--- src/rtl/salc_pkg.sv ---
// Shared types and constants for the set-associative LRU write-back cache.
package salc_pkg;
  localparam int AddrW = 32;
  localparam int WayOutW = 3;

  typedef enum logic [1:0] {
    ST_IDLE,
    ST_READ,
    ST_DECIDE,
    ST_WRITE
  } back_state_t;

  localparam logic OP_READ = 1'b0;
  localparam logic OP_WRITE = 1'b1;

  // Front-to-back queue entry
  typedef struct packed {
    logic op;
    logic [AddrW-1:0] addr;
  } req_t;
endpackage

--- src/rtl/salc_front.sv ---
// Front end: takes commands and holds them in a two-entry queue.
module salc_front
  import salc_pkg::*;
(
  input  logic clk,
  input  logic rst,
  input  logic start,
  input  logic op,
  input  logic [AddrW-1:0] addr,
  output logic busy,
  output logic q_valid,
  output req_t q_data,
  input  logic q_pop
);
  req_t q_mem [2];
  logic rd_ptr;
  logic wr_ptr;
  logic [1:0] count;
  logic push;

  assign busy = (count == 2'd2);
  assign push = start && !busy;
  assign q_valid = (count != 2'd0);
  assign q_data = q_mem[rd_ptr];

  // queue storage
  always_ff @(posedge clk) begin
    if (push) begin
      q_mem[wr_ptr] <= '{op: op, addr: addr};
    end
  end

  // pointers and fill count
  always_ff @(posedge clk) begin
    if (rst) begin
      rd_ptr <= 1'b0;
      wr_ptr <= 1'b0;
      count <= 2'd0;
    end else begin
      if (push) wr_ptr <= ~wr_ptr;
      if (q_pop) rd_ptr <= ~rd_ptr;
      count <= count + {1'b0, push} - {1'b0, q_pop};
    end
  end
endmodule

--- src/rtl/salc_back.sv ---
// Back end: tag lookup, LRU update and fill, one set row at a time.
module salc_back
  import salc_pkg::*;
#(
  parameter int SETS = 16,
  parameter int WAYS = 8,
  parameter int BLOCK_BYTES = 8
) (
  input  logic clk,
  input  logic rst,
  input  logic q_valid,
  input  req_t q_data,
  output logic q_pop,
  output logic done,
  output logic is_write,
  output logic hit,
  output logic write_back,
  output logic [WayOutW-1:0] way_used
);
  localparam int OB = $clog2(BLOCK_BYTES + 1) - 1;
  localparam int SB = $clog2(SETS + 1) - 1;
  localparam int NSETS = 1 << SB;
  localparam int SIW = (SB > 0) ? SB : 1;
  localparam int TW = AddrW - OB - SB;
  localparam int WW = (WAYS > 1) ? $clog2(WAYS) : 1;
  localparam int RW = $clog2(WAYS + 1);

  typedef logic [WAYS-1:0][TW-1:0] tag_row_t;

  back_state_t state, state_next;
  req_t cur;
  logic [SIW-1:0] set_idx;
  logic [TW-1:0] tag;

  // per-set valid/dirty/rank rows in flops; tags in a memory
  logic [WAYS-1:0] valid_r [NSETS];
  logic [WAYS-1:0] dirty_r [NSETS];
  logic [RW-1:0] rank_r [NSETS][WAYS];
  tag_row_t tag_mem [NSETS];
  tag_row_t tag_row;

  logic [WAYS-1:0] vrow, drow;
  logic [RW-1:0] rrow [WAYS];
  logic d_hit, d_free, d_wb;
  logic [WW-1:0] d_way;
  logic [RW-1:0] d_old;
  logic [WW-1:0] s_way;
  logic s_hit, s_wb;
  logic [RW-1:0] s_old;
  logic s_valid;

  always_comb begin
    if (SB > 0) set_idx = SIW'(cur.addr >> OB);
    else set_idx = '0;
  end
  assign tag = TW'(cur.addr >> (OB + SB));
  assign vrow = valid_r[set_idx];
  assign drow = dirty_r[set_idx];
  always_comb begin
    for (int k = 0; k < WAYS; k++) rrow[k] = rank_r[set_idx][k];
  end

  // state register
  always_ff @(posedge clk) begin
    if (rst) state <= ST_IDLE;
    else state <= state_next;
  end

  // next state
  always_comb begin
    state_next = state;
    unique case (state)
      ST_IDLE:   if (q_valid) state_next = ST_READ;
      ST_READ:   state_next = ST_DECIDE;
      ST_DECIDE: state_next = ST_WRITE;
      ST_WRITE:  state_next = ST_IDLE;
      default:   state_next = ST_IDLE;
    endcase
  end

  // outputs of the sequencer
  always_comb begin
    q_pop = 1'b0;
    unique case (state)
      ST_IDLE: q_pop = q_valid;
      default: q_pop = 1'b0;
    endcase
  end

  // capture request
  always_ff @(posedge clk) begin
    if (q_pop) cur <= q_data;
  end

  // registered tag row read
  always_ff @(posedge clk) begin
    tag_row <= tag_mem[set_idx];
  end

  // classify: hit search, free way, victim
  always_comb begin
    logic [RW-1:0] best;
    d_hit = 1'b0;
    d_free = 1'b0;
    d_way = '0;
    best = '0;
    for (int k = WAYS - 1; k >= 0; k--) begin
      if (vrow[k] && tag_row[k] == tag) begin
        d_hit = 1'b1;
        d_way = WW'(k);
      end
    end
    if (!d_hit) begin
      for (int k = WAYS - 1; k >= 0; k--) begin
        if (!vrow[k]) begin
          d_free = 1'b1;
          d_way = WW'(k);
        end
      end
      if (!d_free) begin
        for (int k = 0; k < WAYS; k++) begin
          if (rrow[k] > best) begin
            best = rrow[k];
            d_way = WW'(k);
          end
        end
      end
    end
    d_old = (d_hit || !d_free) ? rrow[d_way] : RW'(WAYS);
    d_wb = !d_hit && !d_free && drow[d_way];
  end

  always_ff @(posedge clk) begin
    if (state == ST_DECIDE) begin
      s_way <= d_way;
      s_hit <= d_hit;
      s_wb <= d_wb;
      s_old <= d_old;
    end
  end
  assign s_valid = (state == ST_WRITE);

  // state update
  always_ff @(posedge clk) begin
    if (rst) begin
      for (int s = 0; s < NSETS; s++) begin
        valid_r[s] <= '0;
        dirty_r[s] <= '0;
        for (int k = 0; k < WAYS; k++) rank_r[s][k] <= '0;
      end
    end else if (s_valid) begin
      for (int k = 0; k < WAYS; k++) begin
        if (WW'(k) == s_way) rank_r[set_idx][k] <= '0;
        else if (vrow[k] && rrow[k] < s_old) rank_r[set_idx][k] <= rrow[k] + 1'b1;
      end
      valid_r[set_idx][s_way] <= 1'b1;
      if (!s_hit || cur.op == OP_WRITE) dirty_r[set_idx][s_way] <= cur.op;
    end
  end

  always_ff @(posedge clk) begin
    if (s_valid && !s_hit) tag_mem[set_idx][s_way] <= tag;
  end

  // result register
  always_ff @(posedge clk) begin
    if (rst) done <= 1'b0;
    else done <= s_valid;
  end
  always_ff @(posedge clk) begin
    if (s_valid) begin
      is_write <= cur.op;
      hit <= s_hit;
      write_back <= s_wb;
      way_used <= WayOutW'(32'(s_way));
    end
  end
endmodule

--- src/rtl/set_assoc_lru_writeback_cache.sv ---
// Top level of the set-associative LRU write-back cache tag model.
// channel | signals                           | handshake
// command | op, addr                          | start && !busy
// result  | is_write, hit, write_back, way_used | done strobe, one cycle
// In the back end each command passes through pop, tag row read, decide and
// update; done strobes in the next cycle. The serial back end sets the rate.
// A two-entry queue takes commands while the back end works; busy when full.
// Synchronous reset clears valid, dirty and rank flops at once; tags undefined.
module set_assoc_lru_writeback_cache
  import salc_pkg::*;
#(
  parameter int SETS = 16,
  parameter int WAYS = 8,
  parameter int BLOCK_BYTES = 8
) (
  input  logic clk,
  input  logic rst,
  input  logic start,
  output logic busy,
  input  logic op,
  input  logic [AddrW-1:0] addr,
  output logic done,
  output logic is_write,
  output logic hit,
  output logic write_back,
  output logic [WayOutW-1:0] way_used
);
  logic q_valid;
  logic q_pop;
  req_t q_data;

  salc_front u_front (
    .clk(clk), .rst(rst), .start(start), .op(op), .addr(addr),
    .busy(busy), .q_valid(q_valid), .q_data(q_data), .q_pop(q_pop)
  );

  salc_back #(.SETS(SETS), .WAYS(WAYS), .BLOCK_BYTES(BLOCK_BYTES)) u_back (
    .clk(clk), .rst(rst), .q_valid(q_valid), .q_data(q_data), .q_pop(q_pop),
    .done(done), .is_write(is_write), .hit(hit), .write_back(write_back),
    .way_used(way_used)
  );
endmodule

--- config.mk ---
export PLATFORM = sky130hd
export DESIGN_NAME = set_assoc_lru_writeback_cache
export DESIGN_NICKNAME = d
export VERILOG_FILES = /design/src/rtl/salc_pkg.sv /design/src/rtl/salc_front.sv /design/src/rtl/salc_back.sv /design/src/rtl/set_assoc_lru_writeback_cache.sv
export SDC_FILE = /design/constraint.sdc
export NUM_CORES = 2
export LEC_CHECK = 0
export ABC_AREA = 1
export BUFFER_PORTS_ARGS = -buffer_cell sky130_fd_sc_hd__buf_2
export CAP_MARGIN = 20
export CORE_AREA = 2 2 537 539
export DETAILED_ROUTE_END_ITERATION = 10
export DIE_AREA = 0 0 539 541
export PLACE_DENSITY_LB_ADDON = 0.1
export SETUP_SLACK_MARGIN = 0.2
export SLEW_MARGIN = 20
export SYNTH_ARGS = -nofsm -noshare
export SYNTH_HDL_FRONTEND = slang
export SYNTH_SLANG_ARGS = --single-unit
--- constraint.sdc ---
create_clock -name clk -period 10.5 [get_ports clk]
set_clock_uncertainty 0.2 [all_clocks]
set_input_delay 0.525 -clock clk [delete_from_list [all_inputs] [get_ports clk]]
set_output_delay 0.525 -clock clk [all_outputs]
set_load 0.02 [all_outputs]
==> metrics.cfg <==
[placement]
post_dp_cell_area_um2 = 169000
place_ws_ns = 0.346
port_buffers = 40
dp.final_hpwl_mm = 247
place.gp.congestion = 0.894

[layout]
nNetsFinal = 11100
fin_area_um2 = 184000
utilization = 0.642
most-common-layout-cells = edfxtp_1, a22oi_1, nand2_1
area.growth.synth_to_final_pct = 13.5
drive_above_1_share = 0.117
layout_commonest_cell = edfxtp_1

[timing]
tns_ns = 0
finalMaxSlewViolations = 0
tightest_slew_ns = 1.20
fin_crit_ns = 9.77
fin_ws_ns = 0.732
hold_viol_final = 0
maxSlewHeadroom = 0.191
rsz0062_at_grt = false
setup_viol = 0
clock.fmax_mhz = 102
period_share = 0.930

[die]
coreArea_um2 = 286000
die_x_um = 539
num_rows = 197
start_util = 0.566
io_pins = 44
fp.dieH_um = 541
dieArea_um2 = 292000

[power]
ir_worst_vdd_v = 0.00103
p_leak_nw = 59.6
power.density_nw_per_um2 = 314

[synth]
synth_enable_flop_cells = 3945
yosys_most_used_dff = edfxtp_1
yosysWarnings = 0
postSynth.asyncResetShare = 0
syn_inst = 10900
seq_area_frac_synth = 0.772
synth.distinct_cells = 47
synth_nets = 11000
synth_area_um2 = 162000
synth_seq_cells = 4280
postSynthAreaPerCell_um2 = 14.8

[drt]
drc = 0
ant_nets = 0
first_pass_iters = 7
wl_mm = 463
vias_per_cell = 6.60
drt-initial-drc-count = 13200
wl_per_cell_um = 30.4
dr_total_vias = 100000

[run]
maxCapViolCount = 0

[worst_setup_path]
cp_num_buf_inv = 12
end_kind = flip-flop
ff2ff_setup_slack_ns = 0.73
cpPeakStageDelay_ns = 0.56
critPathLaunchType = flip-flop
path_delay_family = simple AND/OR/NAND/NOR gates
r2r-start = u_back.cur[4]$_DFFE_PP_
cp_max_fo = 23
critPathMostFrequentCell = nand2_1
regToRegEndpoint = u_back.s_old[2]$_SDFFCE_PN0P_
crit_slowest_cell = edfxtp_1
worst_ep_required_time_ns = 10.99
cp_data_arrival_time_ns = 10.26
r2r_cells = 72
crit_type = reg -> reg

[global_route]
grt_max_degree = 161
track_usage = 0.311
grt_pass1_vias = 98400
grt_pass1_wl_mm = 669
overflow = 0
antenna_found_initial = 12

[hold_path]
holdCritPathClass = in -> reg
hold_depth = 3
hp-start = rst
hold_path_end = u_front.count[0]$_SDFF_PP0_

[cts]
numClockSinks = 4280
clock_latency_ns = 0.97
numCtsBuffers = 427
cts.root.buffer_cell = clkbuf_16
cts_buffer_depth = 4
path_clk_slew_ns = 0.06
htree_levels = 5
cts_tree = built

[outcome]
status = completed

layer usage:
layer / global-route usage / share of wire
met5: 0 / 0.000058
met4: 0.107 / 0.038
met3: 0.0360 / 0.088
met2: 0.506 / 0.48
met1: 0.440 / 0.40
synthesized netlist by cell type (all sizes together) (19+ instances only):
| library cell | instances | area [um2] |
|---|---|---|
| a21oi | 853 | 4280 |
| a22oi | 1833 | 13800 |
| buf | 101 | 498 |
| clkbuf | 685 | 2570 |
| dfxtp | 335 | 6710 |
| edfxtp | 3945 | 118000 |
| ha | 59 | 738 |
| inv | 191 | 717 |
| nand2 | 938 | 3610 |
| nand3 | 84 | 440 |
| nand4 | 80 | 519 |
| nor2 | 818 | 3140 |
| nor3 | 46 | 230 |
| nor4 | 19 | 119 |
| o21ai | 344 | 1730 |
| o22ai | 135 | 845 |
| or4 | 210 | 1580 |
| xnor2 | 162 | 1420 |
| xor2 | 48 | 420 |
worst register-to-register path: cells and delay by family, from the launching register on:
kind / cells / cell delay, ns
AO/OA/AOI/OAI: 15 / 1.68
AND/OR/NAND/NOR: 38 / 3.44
adder cells (fa/ha/maj): 7 / 2.21
flip-flops: 1 / 0.56
buffers and inverters: 12 / 1.39
metrics by stage:
stage	power, mW	hold slack (ns)	cells
2_1_floorplan	33.4	0.200	10900
3_3_place_gp	41.5	0.237	14300
3_5_place_dp	41.4	0.241	14300
4_1_cts	56.5	0.0161	15100
5_1_grt	60.3	0.0592	15200
6_report	57.7	0.0842	15200
sequential cells by signal, summed over array words and instances (netlist names):
| name | flops |
|---|---|
| u_back.dirty_r | 128 |
| u_back.s_hit | 1 |
| u_back.hit | 1 |
| u_front.wr_ptr | 1 |
| u_back.s_wb | 1 |
| u_back.tag_row | 200 |
| u_back.way_used | 3 |
| u_back.state | 2 |
| u_back.tag_mem | 3200 |
| u_back.s_old | 4 |
| u_back.valid_r | 128 |
| u_front.count | 2 |
| u_back.is_write | 1 |
| u_front.q_mem | 60 |
| u_front.rd_ptr | 1 |
| u_back.write_back | 1 |
| u_back.cur | 30 |
| u_back.done | 1 |
| u_back.rank_r | 512 |
| u_back.s_way | 3 |
worst max-delay path by stage:
stage	from	depth (start not counted)	slack (ns)	to
global route	u_back.cur[4]$_DFFE_PP_	75	0.05	u_back.s_old[2]$_SDFFCE_PN0P_
detailed placement	u_back.cur[3]$_DFFE_PP_	66	0.35	u_back.s_old[1]$_SDFFCE_PN0P_
finish	u_back.cur[4]$_DFFE_PP_	72	0.73	u_back.s_old[2]$_SDFFCE_PN0P_
floorplan	u_back.cur[4]$_DFFE_PP_	77	0.25	u_back.s_old[3]$_SDFFCE_PN1P_
CTS	u_back.cur[3]$_DFFE_PP_	66	0.24	u_back.s_old[1]$_SDFFCE_PN0P_
global placement	u_back.cur[3]$_DFFE_PP_	68	0.22	u_back.s_wb$_DFFE_PP_
area by class of cell:
cell class | instances | area (um2)
antenna | 4 | 10.0
inverter | 198 | 795
fill | 20400 | 102000
tap | 3781 | 4730
clock inverter | 214 | 2210
sequential | 4280 | 125000
timing repair buffer | 470 | 4870
multi-input combinational | 5669 | 34300
clock buffer | 589 | 11900
timing repair inverter | 2 | 15.0
logic make-up (layout without fill, tap and decap cells):
group | after synthesis | count (layout) | synth area share
XOR/XNOR | 210 | 210 | 0.0113
adder cells (fa/ha/maj) | 59 | 59 | 0.00455
AND/OR/NAND/NOR | 2205 | 2205 | 0.0598
flip-flops | 4280 | 4280 | 0.772
other | 0 | 4 | 0
buffers and inverters | 984 | 1473 | 0.0235
AO/OA/AOI/OAI | 3195 | 3195 | 0.129
timing repair:
| item | in CTS | in global routing |
|---|---|---|
| resized for setup | 0 | 44 |
| hold buffers | 31 | 0 |
| endpoints found under the hold margin | 68 | 0 |
| setup buffers | 0 | 30 |
| endpoints found under the setup margin | 0 | 8 |
where the power goes:
| group | leakage, nW | internal [mW] | switching [mW] |
|---|---|---|---|
| combinational | 13.6 | 7.56 | 13.8 |
| sequential | 39.1 | 20.7 | 0.401 |
| clock | 6.89 | 8.83 | 6.43 |
| total | 59.6 | 37.1 | 20.6 |
(Power assumes the default switching activity.)
